## config.mk

```make
export PLATFORM = sky130hd
export DESIGN_NAME = keypad_code_lock
export DESIGN_NICKNAME = d
export VERILOG_FILES = /design/src/hw/rtl/kcl_pkg.sv /design/src/hw/rtl/keypad_code_lock.sv /design/src/hw/rtl/kcl_front.sv /design/src/hw/rtl/kcl_queue.sv /design/src/hw/rtl/kcl_back.sv
export SDC_FILE = /design/constraint.sdc
export NUM_CORES = 1
export LEC_CHECK = 0
export BUFFER_PORTS_ARGS = -buffer_cell sky130_fd_sc_hd__buf_4
export CORE_UTILIZATION = 55
export CTS_CLUSTER_SIZE = 12
export DETAILED_ROUTE_END_ITERATION = 7
export HOLD_SLACK_MARGIN = 0.03
export PLACE_DENSITY = 0.74
export SYNTH_ARGS = -nofsm -noshare
export SYNTH_HDL_FRONTEND = slang
export SYNTH_SLANG_ARGS = --single-unit
```

## constraint.sdc

```tcl
create_clock -name clk_i -period 3.51 [get_ports clk_i]
set_clock_uncertainty 0.2 [all_clocks]
set_input_delay 0.8775 -clock clk_i [delete_from_list [all_inputs] [get_ports clk_i]]
set_output_delay 0.8775 -clock clk_i [all_outputs]
set_load 0.01 [all_outputs]
```

## src/hw/rtl/kcl_pkg.sv

```systemverilog
package kcl_pkg;

  localparam int unsigned QueueDepth = 2;

  localparam int unsigned NumCols   = 3;
  localparam int unsigned NumDigits = 4;
  localparam int unsigned HistDepth = 9;

  localparam logic [3:0] KeyStar    = 4'd10;
  localparam logic [3:0] KeyHash    = 4'd11;
  localparam logic [3:0] KeyNone    = 4'd15;
  localparam logic [3:0] DigitEmpty = 4'd14;
  localparam logic [3:0] DispAccept = 4'd11;
  localparam logic [3:0] DispReject = 4'd12;

  localparam logic [1:0] StageOne   = 2'd0;
  localparam logic [1:0] StageTwo   = 2'd1;
  localparam logic [1:0] StageThree = 2'd2;

  localparam logic [1:0] ColOne   = 2'd0;
  localparam logic [1:0] ColTwo   = 2'd1;
  localparam logic [1:0] ColThree = 2'd2;

  typedef enum logic [2:0] {
    PhIdle,
    PhStart,
    PhNum1,
    PhNum2,
    PhNum3,
    PhNum4
  } phase_e;

  typedef struct packed {
    logic [1:0] stage;
    phase_e     phase;
    logic [3:0] key;
    logic [2:0] col_drive;
  } item_t;

  function automatic logic [3:0] sample_key(logic [1:0] col, logic [3:0] rows);
    logic [3:0] k;
    k = KeyNone;
    unique case (col)
      ColOne: begin
        unique case (rows)
          4'b0001: k = 4'd1;
          4'b0010: k = 4'd4;
          4'b0100: k = 4'd7;
          4'b1000: k = KeyStar;
          default: k = KeyNone;
        endcase
      end
      ColTwo: begin
        unique case (rows)
          4'b0001: k = 4'd2;
          4'b0010: k = 4'd5;
          4'b0100: k = 4'd8;
          4'b1000: k = 4'd0;
          default: k = KeyNone;
        endcase
      end
      default: begin
        unique case (rows)
          4'b0001: k = 4'd3;
          4'b0010: k = 4'd6;
          4'b0100: k = 4'd9;
          4'b1000: k = KeyHash;
          default: k = KeyNone;
        endcase
      end
    endcase
    return k;
  endfunction

endpackage

```

## src/hw/rtl/keypad_code_lock.sv

```systemverilog
// Keypad scanner and four-digit code lock. Each item is one scan tick: the
// row lines sampled under the current column and the current authorization
// stage; each item yields exactly one result with the column to drive next,
// the debounced key, an optional display code and the updated stage. The
// front end decodes keys, runs the debounce history, column sequence and
// entry phase; a short queue hands each item to the back end, which keeps
// the entered digits, compares on '#' and registers the result. One item is
// taken per clock while the output is ready; it is queued, then registered.
// The queue holds QueueDepth items while the output stalls. The user must
// write code digits through the cfg port while idle; this is not enforced.
module keypad_code_lock #(
  parameter int unsigned QueueDepth = kcl_pkg::QueueDepth
) (
  input  logic       clk_i,
  input  logic       rst_ni,
  input  logic       cfg_we_i,
  input  logic [1:0] cfg_index_i,
  input  logic [3:0] cfg_data_i,
  input  logic       in_valid_i,
  output logic       in_ready_o,
  input  logic [3:0] row_lines_i,
  input  logic [1:0] auth_stage_in_i,
  output logic       out_valid_o,
  input  logic       out_ready_i,
  output logic [2:0] column_drive_o,
  output logic [3:0] key_seen_o,
  output logic       display_valid_o,
  output logic [3:0] display_code_o,
  output logic [1:0] auth_stage_out_o
);

  logic [3:0][3:0] code_q;
  logic            push_valid, push_ready, pop_valid, pop_ready;
  kcl_pkg::item_t  push_item, pop_item;

  always_ff @(posedge clk_i or negedge rst_ni) begin
    if (!rst_ni) begin
      code_q <= '0;
    end else if (cfg_we_i) begin
      code_q[cfg_index_i] <= cfg_data_i;
    end
  end

  kcl_front u_front (
    .clk_i          (clk_i),
    .rst_ni         (rst_ni),
    .in_valid_i     (in_valid_i),
    .in_ready_o     (in_ready_o),
    .row_lines_i    (row_lines_i),
    .auth_stage_in_i(auth_stage_in_i),
    .push_valid_o   (push_valid),
    .push_ready_i   (push_ready),
    .push_item_o    (push_item)
  );

  kcl_queue #(
    .Depth(QueueDepth)
  ) u_queue (
    .clk_i       (clk_i),
    .rst_ni      (rst_ni),
    .push_valid_i(push_valid),
    .push_ready_o(push_ready),
    .push_item_i (push_item),
    .pop_valid_o (pop_valid),
    .pop_ready_i (pop_ready),
    .pop_item_o  (pop_item)
  );

  kcl_back u_back (
    .clk_i           (clk_i),
    .rst_ni          (rst_ni),
    .code_i          (code_q),
    .pop_valid_i     (pop_valid),
    .pop_ready_o     (pop_ready),
    .item_i          (pop_item),
    .out_valid_o     (out_valid_o),
    .out_ready_i     (out_ready_i),
    .column_drive_o  (column_drive_o),
    .key_seen_o      (key_seen_o),
    .display_valid_o (display_valid_o),
    .display_code_o  (display_code_o),
    .auth_stage_out_o(auth_stage_out_o)
  );

  assert property (@(posedge clk_i) disable iff (!rst_ni)
    out_valid_o |-> $onehot(column_drive_o))
    else $error("column drive not one-hot");

  assert property (@(posedge clk_i) disable iff (!rst_ni)
    out_valid_o && !display_valid_o |-> display_code_o == 4'd0)
    else $error("display code set without display valid");

  assert property (@(posedge clk_i) disable iff (!rst_ni)
    out_valid_o && display_valid_o && display_code_o == kcl_pkg::DispAccept
      |-> key_seen_o == kcl_pkg::KeyHash && column_drive_o == 3'b001)
    else $error("accept shown without a submit");

  assert property (@(posedge clk_i) disable iff (!rst_ni)
    !in_ready_o |-> out_valid_o)
    else $error("queue full while output is empty");

endmodule

```

## src/hw/rtl/kcl_front.sv

```systemverilog
module kcl_front (
  input  logic           clk_i,
  input  logic           rst_ni,
  input  logic           in_valid_i,
  output logic           in_ready_o,
  input  logic [3:0]     row_lines_i,
  input  logic [1:0]     auth_stage_in_i,
  output logic           push_valid_o,
  input  logic           push_ready_i,
  output kcl_pkg::item_t push_item_o
);

  logic [1:0]      col_q, col_d;
  logic [3:0]      hist_q [kcl_pkg::HistDepth];
  kcl_pkg::phase_e phase_q, phase_d;
  logic [3:0]      raw;
  logic [3:0]      key;
  logic            qual;
  logic            active;
  logic            accept;

  assign in_ready_o   = push_ready_i;
  assign push_valid_o = in_valid_i;
  assign accept       = in_valid_i && push_ready_i;

  assign raw    = kcl_pkg::sample_key(col_q, row_lines_i);
  assign qual   = (raw == hist_q[2]) && (hist_q[5] == kcl_pkg::KeyNone) &&
                  (hist_q[8] == kcl_pkg::KeyNone);
  assign key    = qual ? raw : kcl_pkg::KeyNone;
  assign active = (phase_q >= kcl_pkg::PhStart) && (phase_q <= kcl_pkg::PhNum4);

  always_comb begin
    col_d   = (col_q >= kcl_pkg::ColThree) ? kcl_pkg::ColOne : col_q + 2'd1;
    phase_d = phase_q;
    if (active) begin
      if (key == kcl_pkg::KeyStar) begin
        phase_d = kcl_pkg::PhStart;
      end else if (key == kcl_pkg::KeyHash) begin
        phase_d = kcl_pkg::PhIdle;
        col_d   = kcl_pkg::ColOne;
      end else if (key != kcl_pkg::KeyNone && phase_q < kcl_pkg::PhNum4) begin
        phase_d = kcl_pkg::phase_e'(phase_q + 3'd1);
      end
    end else if (phase_q == kcl_pkg::PhIdle && key == kcl_pkg::KeyStar) begin
      phase_d = kcl_pkg::PhStart;
    end
  end

  always_comb begin
    push_item_o.stage     = auth_stage_in_i;
    push_item_o.phase     = phase_q;
    push_item_o.key       = key;
    push_item_o.col_drive = 3'b001 << col_d;
  end

  always_ff @(posedge clk_i or negedge rst_ni) begin
    if (!rst_ni) begin
      col_q   <= kcl_pkg::ColOne;
      phase_q <= kcl_pkg::PhIdle;
      for (int i = 0; i < kcl_pkg::HistDepth; i++) begin
        hist_q[i] <= kcl_pkg::KeyNone;
      end
    end else if (accept) begin
      col_q     <= col_d;
      phase_q   <= phase_d;
      hist_q[0] <= raw;
      for (int i = 1; i < kcl_pkg::HistDepth; i++) begin
        hist_q[i] <= hist_q[i-1];
      end
    end
  end

endmodule

```

## src/hw/rtl/kcl_queue.sv

```systemverilog
module kcl_queue #(
  parameter int unsigned Depth = kcl_pkg::QueueDepth
) (
  input  logic           clk_i,
  input  logic           rst_ni,
  input  logic           push_valid_i,
  output logic           push_ready_o,
  input  kcl_pkg::item_t push_item_i,
  output logic           pop_valid_o,
  input  logic           pop_ready_i,
  output kcl_pkg::item_t pop_item_o
);

  localparam int unsigned PtrW = $clog2(Depth);
  localparam int unsigned CntW = $clog2(Depth + 1);

  kcl_pkg::item_t mem_q [Depth];
  logic [PtrW-1:0] wr_q, rd_q;
  logic [CntW-1:0] cnt_q;
  logic            push, pop;

  assign push_ready_o = (cnt_q != CntW'(Depth));
  assign pop_valid_o  = (cnt_q != '0);
  assign pop_item_o   = mem_q[rd_q];
  assign push         = push_valid_i && push_ready_o;
  assign pop          = pop_valid_o && pop_ready_i;

  always_ff @(posedge clk_i) begin
    if (push) begin
      mem_q[wr_q] <= push_item_i;
    end
  end

  always_ff @(posedge clk_i or negedge rst_ni) begin
    if (!rst_ni) begin
      wr_q  <= '0;
      rd_q  <= '0;
      cnt_q <= '0;
    end else begin
      if (push) begin
        wr_q <= (wr_q == PtrW'(Depth - 1)) ? '0 : wr_q + 1'b1;
      end
      if (pop) begin
        rd_q <= (rd_q == PtrW'(Depth - 1)) ? '0 : rd_q + 1'b1;
      end
      if (push && !pop) begin
        cnt_q <= cnt_q + 1'b1;
      end else if (pop && !push) begin
        cnt_q <= cnt_q - 1'b1;
      end
    end
  end

endmodule

```

## src/hw/rtl/kcl_back.sv

```systemverilog
module kcl_back (
  input  logic                 clk_i,
  input  logic                 rst_ni,
  input  logic [3:0][3:0]      code_i,
  input  logic                 pop_valid_i,
  output logic                 pop_ready_o,
  input  kcl_pkg::item_t       item_i,
  output logic                 out_valid_o,
  input  logic                 out_ready_i,
  output logic [2:0]           column_drive_o,
  output logic [3:0]           key_seen_o,
  output logic                 display_valid_o,
  output logic [3:0]           display_code_o,
  output logic [1:0]           auth_stage_out_o
);

  logic [3:0][3:0] digits_q, digits_d;
  logic [3:0][3:0] eff;
  logic            out_valid_q;
  logic [2:0]      col_q;
  logic [3:0]      key_q, dcode_q, dcode;
  logic            disp_q, disp;
  logic [1:0]      stage_q, stage;
  logic            active, match, take;
  logic [1:0]      slot;

  assign pop_ready_o = !out_valid_q || out_ready_i;
  assign take        = pop_valid_i && pop_ready_o;

  assign active = (item_i.phase >= kcl_pkg::PhStart) && (item_i.phase <= kcl_pkg::PhNum4);
  assign eff    = (item_i.phase == kcl_pkg::PhStart) ? {4{kcl_pkg::DigitEmpty}} : digits_q;
  assign match  = (eff == code_i);
  assign slot   = 2'(item_i.phase - 3'(kcl_pkg::PhStart));

  always_comb begin
    digits_d = eff;
    stage    = item_i.stage;
    disp     = 1'b0;
    dcode    = '0;
    if (active) begin
      if (item_i.key == kcl_pkg::KeyStar) begin
        disp  = 1'b1;
        dcode = kcl_pkg::KeyStar;
      end else if (item_i.key == kcl_pkg::KeyHash) begin
        if (match && item_i.stage == kcl_pkg::StageOne) begin
          stage = kcl_pkg::StageTwo;
        end else if (match && item_i.stage == kcl_pkg::StageThree) begin
          stage = kcl_pkg::StageOne;
        end
      end else if (item_i.key != kcl_pkg::KeyNone && item_i.phase < kcl_pkg::PhNum4) begin
        digits_d[slot] = item_i.key;
        disp  = 1'b1;
        dcode = item_i.key;
      end
    end else if (item_i.phase == kcl_pkg::PhIdle && item_i.key == kcl_pkg::KeyStar) begin
      disp  = 1'b1;
      dcode = kcl_pkg::KeyStar;
    end
    if (item_i.key == kcl_pkg::KeyHash) begin
      disp  = 1'b1;
      dcode = (stage != item_i.stage) ? kcl_pkg::DispAccept : kcl_pkg::DispReject;
    end
  end

  always_ff @(posedge clk_i or negedge rst_ni) begin
    if (!rst_ni) begin
      out_valid_q <= 1'b0;
      digits_q    <= {4{kcl_pkg::DigitEmpty}};
    end else begin
      if (take) begin
        out_valid_q <= 1'b1;
        digits_q    <= digits_d;
      end else if (out_ready_i) begin
        out_valid_q <= 1'b0;
      end
    end
  end

  always_ff @(posedge clk_i) begin
    if (take) begin
      col_q   <= item_i.col_drive;
      key_q   <= item_i.key;
      disp_q  <= disp;
      dcode_q <= dcode;
      stage_q <= stage;
    end
  end

  assign out_valid_o      = out_valid_q;
  assign column_drive_o   = col_q;
  assign key_seen_o       = key_q;
  assign display_valid_o  = disp_q;
  assign display_code_o   = dcode_q;
  assign auth_stage_out_o = stage_q;

endmodule

```

==> results of run 1 <==
## cell type report
| cell class | count | area share (%) |
|---|---|---|
| flip-flops and latches | 116 | 48.0 |
| multi-input cells | 308 | 34.1 |
| clock buffers | 19 | 6.75 |
| repair buffers | 45 | 5.15 |
| well taps | 133 | 2.54 |
| clock inverters | 13 | 2.19 |
| inverters | 22 | 1.26 |
## worst max-delay path, stage by stage (launching register included)
cell       delay, ns
edfxtp_1        0.47
or4b_2          0.77
nand2_1         0.21
nand2_1         0.09
a2111oi_0       0.41
nand4_1         0.33
o211ai_1        0.26
o31a_1          0.16
## state kept, by name, summed over array words and instances, names as in the netlist, 2 cells and up
| signal | cells |
|---|---|
| u_front.phase_q | 3 |
| u_back.display_code_o | 4 |
| code_q | 16 |
| u_back.key_seen_o | 4 |
| u_front.hist_q | 36 |
| u_back.column_drive_o | 3 |
| u_back.digits_q | 16 |
| u_queue.mem_q | 24 |
| u_front.col_q | 2 |
| u_back.auth_stage_out_o | 2 |
| u_queue.cnt_q | 2 |
## power groups by stage
stage / combinational (W) / sequential, W / clock, W
2_1_floorplan: 0.000805 / 0.00215 / 0
3_3_place_gp: 0.00108 / 0.00218 / 0
3_5_place_dp: 0.00112 / 0.00221 / 0
4_1_cts: 0.00113 / 0.00219 / 0.00172
5_1_grt: 0.00122 / 0.00224 / 0.00178
6_report: 0.00111 / 0.00218 / 0.00169
## metrics by stage
step	area, µm²	hold WS (ns)	cells	power (W)
floorplan	5550	0.258	462	0.00295
global placement	5980	0.267	624	0.00326
detailed placement	5980	0.276	624	0.00333
CTS	6560	0.285	656	0.00504
global route	6560	0.314	656	0.00524
finish	6560	0.284	656	0.00499
## layer usage
| metal | global-route usage (%) | vias up | wire length [µm] |
|---|---|---|---|
| li1 | - | 1792 | - |
| met1 | 28.6 | 1857 | 4640 |
| met2 | 39.8 | 93 | 5590 |
| met3 | 5.54 | 11 | 518 |
| met4 | 9.45 | 0 | 155 |
| met5 | 0 | - | 0 |
## logic make-up (layout without fill, tap and decap cells)
logic type | count (synthesis) | in the layout
adders and majority gates | 4 | 4
AOI/OAI and AO/OA | 84 | 84
muxes | 60 | 60
buffers and inverters | 38 | 99
xor gates and xnor gates | 17 | 17
DFF | 116 | 116
and+or+nand+nor | 143 | 143
## layout by cell type, fill, tap and decap left out, types with 4 or more instances in the layout
| master | instances |
|---|---|
| dfstp_2 | 48 |
| nor2_1 | 43 |
| nand4_1 | 5 |
| xnor2_1 | 11 |
| a31oi_1 | 5 |
| and2_1 | 5 |
| edfxtp_1 | 38 |
| xor2_1 | 6 |
| o211ai_1 | 4 |
| inv_1 | 22 |
| nand2b_1 | 10 |
| buf_4 | 45 |
| a21oi_1 | 20 |
| o21a_1 | 4 |
| dfrtp_1 | 30 |
| nor3_1 | 10 |
| o21ai_0 | 18 |
| mux2_2 | 55 |
| mux2i_1 | 5 |
| ha_1 | 4 |
| nand3_1 | 5 |
| nand2_1 | 29 |
| clkbuf_16 | 17 |
## worst max path at each step
stage	start	to	slack (ns)	cells after the start
3_3_place_gp	row_lines_i[0]	u_front.phase_q[0]$_DFFE_PN0P_	0.26	8
5_1_grt	u_queue.mem_q[0][8]$_DFFE_PP_	u_back.auth_stage_out_o[0]$_DFFE_PP_	0.24	7
4_1_cts	u_queue.mem_q[0][8]$_DFFE_PP_	u_back.auth_stage_out_o[0]$_DFFE_PP_	0.50	7
3_5_place_dp	row_lines_i[0]	u_front.phase_q[0]$_DFFE_PN0P_	0.25	8
6_report	u_queue.mem_q[0][8]$_DFFE_PP_	u_back.auth_stage_out_o[0]$_DFFE_PP_	0.48	7
2_1_floorplan	row_lines_i[3]	u_front.phase_q[0]$_DFFE_PN0P_	0.37	7
==> results.json, run 1 <==
{
  "regToRegSetupSlack_ns": 0.48,
  "syn_inst": 462,
  "synth-compound-area-share_pct": 10.6,
  "yosysTopAreaCell": "dfstp_2",
  "rr_worst_depth": 7,
  "synthMuxAreaShare_pct": 12.1,
  "yosys.area_share.simple_pct": 14.0,
  "period_share_pct": 86.4,
  "crit_arrival_ns": 3.21,
  "finalHoldViolations": 0,
  "r2r-end": "u_back.auth_stage_out_o[0]$_DFFE_PP_",
  "grt_usage_pct": 23.4,
  "nFillCells": 732,
  "syn_nets": 483,
  "critPathKind": "reg2reg",
  "rr_startpoint": "u_queue.mem_q[0][8]$_DFFE_PP_",
  "crit_required_ns": 3.69,
  "num_rows": 36,
  "place.gp.congestion": 0.862,
  "ctsResizeCount": 0,
  "synth_common_cells": "mux2_2 (55), dfstp_2 (48), nor2_1 (43), edfxtp_1 (38), dfrtp_1 (30)",
  "synth_area_leaders": "dfstp_2 (23%), edfxtp_1 (21%), dfrtp_1 (14%)",
  "ant_nets": 0,
  "drtIter0Drc": 154,
  "cp-start-kind": "flop",
  "floorplan.die_area_um2": 10500,
  "path_max_fanout": 6,
  "cap_violations": 0,
  "status": "completed",
  "ys_async_sr_fraction_pct": 67.2,
  "synth-seq-cells": 116,
  "avgSynthCellArea_um2": 12.0,
  "cp-end-kind": "flop",
  "cts_buffers": 17,
  "ys_types": 67,
  "yosysMostFrequentCell": "mux2_2",
  "min_from": "u_front.hist_q[30]$_DFFE_PN1P_",
  "port_buffers": 32,
  "first_global_vias": 3741,
  "post-route-min-period_ns": 3.03,
  "root_buffer": "clkbuf_8",
  "fmax_mhz": 330,
  "num_antenna_cells": 0,
  "clock_path_buffers": 2,
  "final_nets": 531,
  "report.final.setup_viol": 0,
  "gr-total-overflow": 0,
  "hold_path_class": "reg2reg",
  "layout-drive-gt1-share_pct": 37.3,
  "register_area_um2": 3150,
  "worst_slack_ns": 0.477,
  "dr.pass1.iters": 5,
  "clkLatencyLatePin_ns": 0.51,
  "rsz0062_at_grt": "no",
  "cts_setup_buffers": 0,
  "cts_hold_buf": 0,
  "drc": 0,
  "antenna_found_initial": 0,
  "worstHoldEndpoint": "u_front.hist_q[26]$_DFFE_PN1P_",
  "vias_per_cell": 5.72,
  "synth_edf_count": 38,
  "wire_per_inst_um": 16.6,
  "power_switching_w": 0.00142,
  "hold_path_depth": 2,
  "multi_input_area_um2": 2240,
  "final_core_util_pct": 67.1,
  "relSlewSlack_pct": 33.7,
  "power.internal_w": 0.00357,
  "core_um2": 9770,
  "vdd_drop_max_mv": 0.524,
  "clock_sinks": 116,
  "grt_max_degree": 79,
  "start_util_pct": 56.8,
  "dp_hpwl_um": 7340,
  "finalMaxSlewViolations": 0,
  "path_clk_slew_ns": 0.06,
  "cts_tree": "built",
  "sequentialPowerShare_pct": 43.8,
  "num_io_pins": 33,
  "place_ws_ns": 0.251,
  "worst_slew_pin_slew_ns": 0.994,
  "vias": 3753,
  "netlist_area_um2": 5550,
  "die_w_um": 102,
  "synth_top_family_by_area": "simple AND/OR/NAND/NOR gates",
  "p_sw_share_pct": 28.4,
  "yosysWarnings": 0,
  "clkPwrFrac_pct": 33.9,
  "die_y_um": 102,
  "cts_max_level": 4,
  "synthXorXnorAreaFrac_pct": 2.68,
  "synth_flop_cell": "dfstp_2",
  "grt_first_pass_wirelength_um": 18300,
  "p_per_area_nw_per_um2": 760,
  "synthAdderAreaFrac_pct": 0.902,
  "synth_top_area_share_pct": 22.7,
  "fin_setup_tns_ns": 0,
  "power_frac_comb_pct": 22.3,
  "finalWirelength_um": 10900,
  "area_growth_pct": 18.2,
  "power_leakage_nw": 2.55,
  "seq_area_frac_synth_pct": 56.8
}
Power figures use the tool's default switching activity.
==> inputs of run 2 (changes only) <==
- BUFFER_PORTS_ARGS: -buffer_cell sky130_fd_sc_hd__buf_4 -> default
- DONT_BUFFER_PORTS: default -> 1
- PLACE_DENSITY: 0.74 -> 0.71
- SYNTH_HIERARCHICAL: default -> 1
==> run 2 against run 1 <==
Compared with the run above:
- flip-flop and latch count unchanged
- cell count decreased by 6.1%
- fmax increased by 0.26%
- largest power group unchanged
==> results.json, run 2 <==
{
  "floorplan.die_area_um2": 10800,
  "relSlewSlack_pct": 60.0,
  "dr.pass1.iters": 4,
  "synth_area_leaders": "dfstp_2 (22%), edfxtp_1 (20%), dfrtp_1 (13%)",
  "finalHoldViolations": 0,
  "path_depth": 6,
  "register_area_um2": 3150,
  "netlist_area_um2": 5740,
  "die_y_um": 104,
  "syn_inst": 470,
  "first_global_vias": 3636,
  "top_register": "u_front/hist_q",
  "yosysMostFrequentCell": "mux2_2",
  "clock_path_buffers": 2,
  "die_w_um": 104,
  "layout_common_cells": "mux2_2 (63), dfstp_2 (48), edfxtp_1 (38), nor2_1 (33), dfrtp_1 (30)",
  "reg_top3": "u_front/hist_q x36, u_queue/mem_q x24",
  "rsz0062_at_grt": "no",
  "hold_path_class": "in2async",
  "wire_per_inst_um": 17.6,
  "vias": 3657,
  "rr_startpoint": "u_queue/rd_q$_DFFE_PN0P_",
  "grtUsageMet3_pct": 6.14,
  "synth_common_cells": "mux2_2 (63), dfstp_2 (48), edfxtp_1 (38), nor2_1 (33), dfrtp_1 (30)",
  "regToRegSetupSlack_ns": 0.48,
  "critPathKind": "reg2reg",
  "num_antenna_cells": 0,
  "drtIter0Drc": 153,
  "yosysTopAreaCell": "dfstp_2",
  "vias_per_cell": 5.94,
  "port_buffers": 0,
  "worst_slew_pin_slew_ns": 0.599,
  "fin_cells": 616,
  "place.gp.congestion": 0.884,
  "crit_required_ns": 3.59,
  "finalMaxSlewViolations": 0,
  "finalWirelength_um": 10800,
  "gr-total-overflow": 0,
  "critical_path.cell_chain": "mux2_2 -> nor3b_4 -> o21ai_1 -> a2111oi_2 -> o2111ai_2 -> o21a_1",
  "path_clk_slew_ns": 0.05,
  "place_inst": 583,
  "final_nets": 491,
  "fin_setup_tns_ns": 0,
  "num_rows": 36,
  "hold_ws_ns": 0.0250,
  "ant_nets": 0,
  "path_max_fanout": 22,
  "rr_worst_depth": 6,
  "cts_setup_buffers": 0,
  "yosysWarnings": 6,
  "largest_register_ff_count": 36,
  "synth_edf_count": 38,
  "worst_slack_ns": 0.485,
  "post-route-min-period_ns": 3.03,
  "cts_tree": "built",
  "nFillCells": 771,
  "ys_types": 69,
  "area_growth_pct": 12.0,
  "cts_hold_buf": 1,
  "slowest_stage": "nor3b_4",
  "vdd_drop_max_mv": 0.536,
  "p_per_area_nw_per_um2": 799,
  "ys_async_sr_fraction_pct": 67.2,
  "endpoint": "u_back/display_code_o[2]$_DFFE_PP_",
  "core_um2": 9950,
  "multi_input_area_um2": 2390,
  "synth_top_area_share_pct": 22.0,
  "drc": 0,
  "crit_buf_inv": 0,
  "avgSynthCellArea_um2": 12.2,
  "status": "completed",
  "period_share_pct": 86.2,
  "clock_sinks": 116,
  "clkLatencyLatePin_ns": 0.53,
  "power_leakage_nw": 2.39,
  "cp-end-kind": "flop",
  "report.final.setup_viol": 0,
  "synth_flop_cell": "dfstp_2",
  "synth-seq-cells": 116,
  "final_common_cell": "mux2_2",
  "start_util_pct": 57.6,
  "place_ws_ns": 0.421,
  "ctsResizeCount": 0,
  "layout-drive-gt1-share_pct": 34.8,
  "grtUsageMet1_pct": 26.0,
  "seq_area_frac_synth_pct": 54.9,
  "grt_max_degree": 79,
  "use_met2_pct": 35.0,
  "cap_violations": 0,
  "startpoint": "u_queue/rd_q$_DFFE_PN0P_",
  "cp-start-kind": "flop",
  "cts_max_level": 4,
  "antenna_found_initial": 0,
  "r2r-end": "u_back/display_code_o[2]$_DFFE_PP_",
  "syn_nets": 491,
  "cp_top_family": "compound AO/OA/AOI/OAI gates",
  "num_io_pins": 33,
  "fmax_mhz": 331,
  "grt_first_pass_wirelength_um": 17900,
  "cts_buffers": 17,
  "critPathMaxStageDelay_ns": 0.57,
  "grt_usage_pct": 21.5,
  "root_buffer": "clkbuf_8",
  "dp_hpwl_um": 7120,
  "busiest_layer": "met2",
  "crit_arrival_ns": 3.10
}
[run 2: layout make-up]
class	instances	area share (%)
Multi-Input combinational cell	317	37.2
Inverter	12	0.701
Tap cell	133	2.59
Clock buffer	21	6.99
Clock inverter	11	2.43
Timing Repair Buffer	6	1.01
Sequential cell	116	49.1
[run 2: worst min-delay path by stage]
stage	slack, ns	to	from
2_1_floorplan	0.26	u_front/hist_q[22]$_DFFE_PN1P_	u_front/hist_q[22]$_DFFE_PN1P_
3_3_place_gp	0.27	u_front/hist_q[34]$_DFFE_PN1P_	u_front/hist_q[34]$_DFFE_PN1P_
3_5_place_dp	0.28	u_queue/wr_q$_DFFE_PN0P_	u_queue/wr_q$_DFFE_PN0P_
4_1_cts	0.04	u_front/col_q[1]$_DFFE_PN0P_	rst_ni
5_1_grt	0.06	u_front/col_q[1]$_DFFE_PN0P_	rst_ni
6_report	0.02	u_front/col_q[1]$_DFFE_PN0P_	rst_ni
[run 2: per-stage QoR]
stage,total power (W),area (µm²),util [%]
floorplan,0.00314,5740,-
global placement,0.00334,5790,58.2
detailed placement,0.00338,5790,58.2
CTS,0.00519,6430,64.6
global route,0.00539,6430,64.6
finish,0.00514,6430,64.6
[run 2: layer usage]
layer,up-vias,wire (µm)
li1,1730,-
met1,1819,4630
met2,87,5510
met3,21,502
met4,0,201
met5,-,0
[run 2: logic make-up (layout without fill, tap and decap cells)]
group	count (synthesis)	after routing	synth area share, %
flops	116	116	54.9
buf+inv	37	50	3.36
compound gates	85	85	11.0
mux	65	65	12.7
simple gates	147	147	14.5
fa+ha+maj	4	4	0.872
xor+xnor	16	16	2.57
[run 2: where the power goes]
part,total (W),internal (W),switching (W)
registers,0.00227,0.00198,0.000286
logic,0.00112,0.000548,0.000573
clock network,0.00175,0.00118,0.000570
total,0.00514,0.00371,0.00143
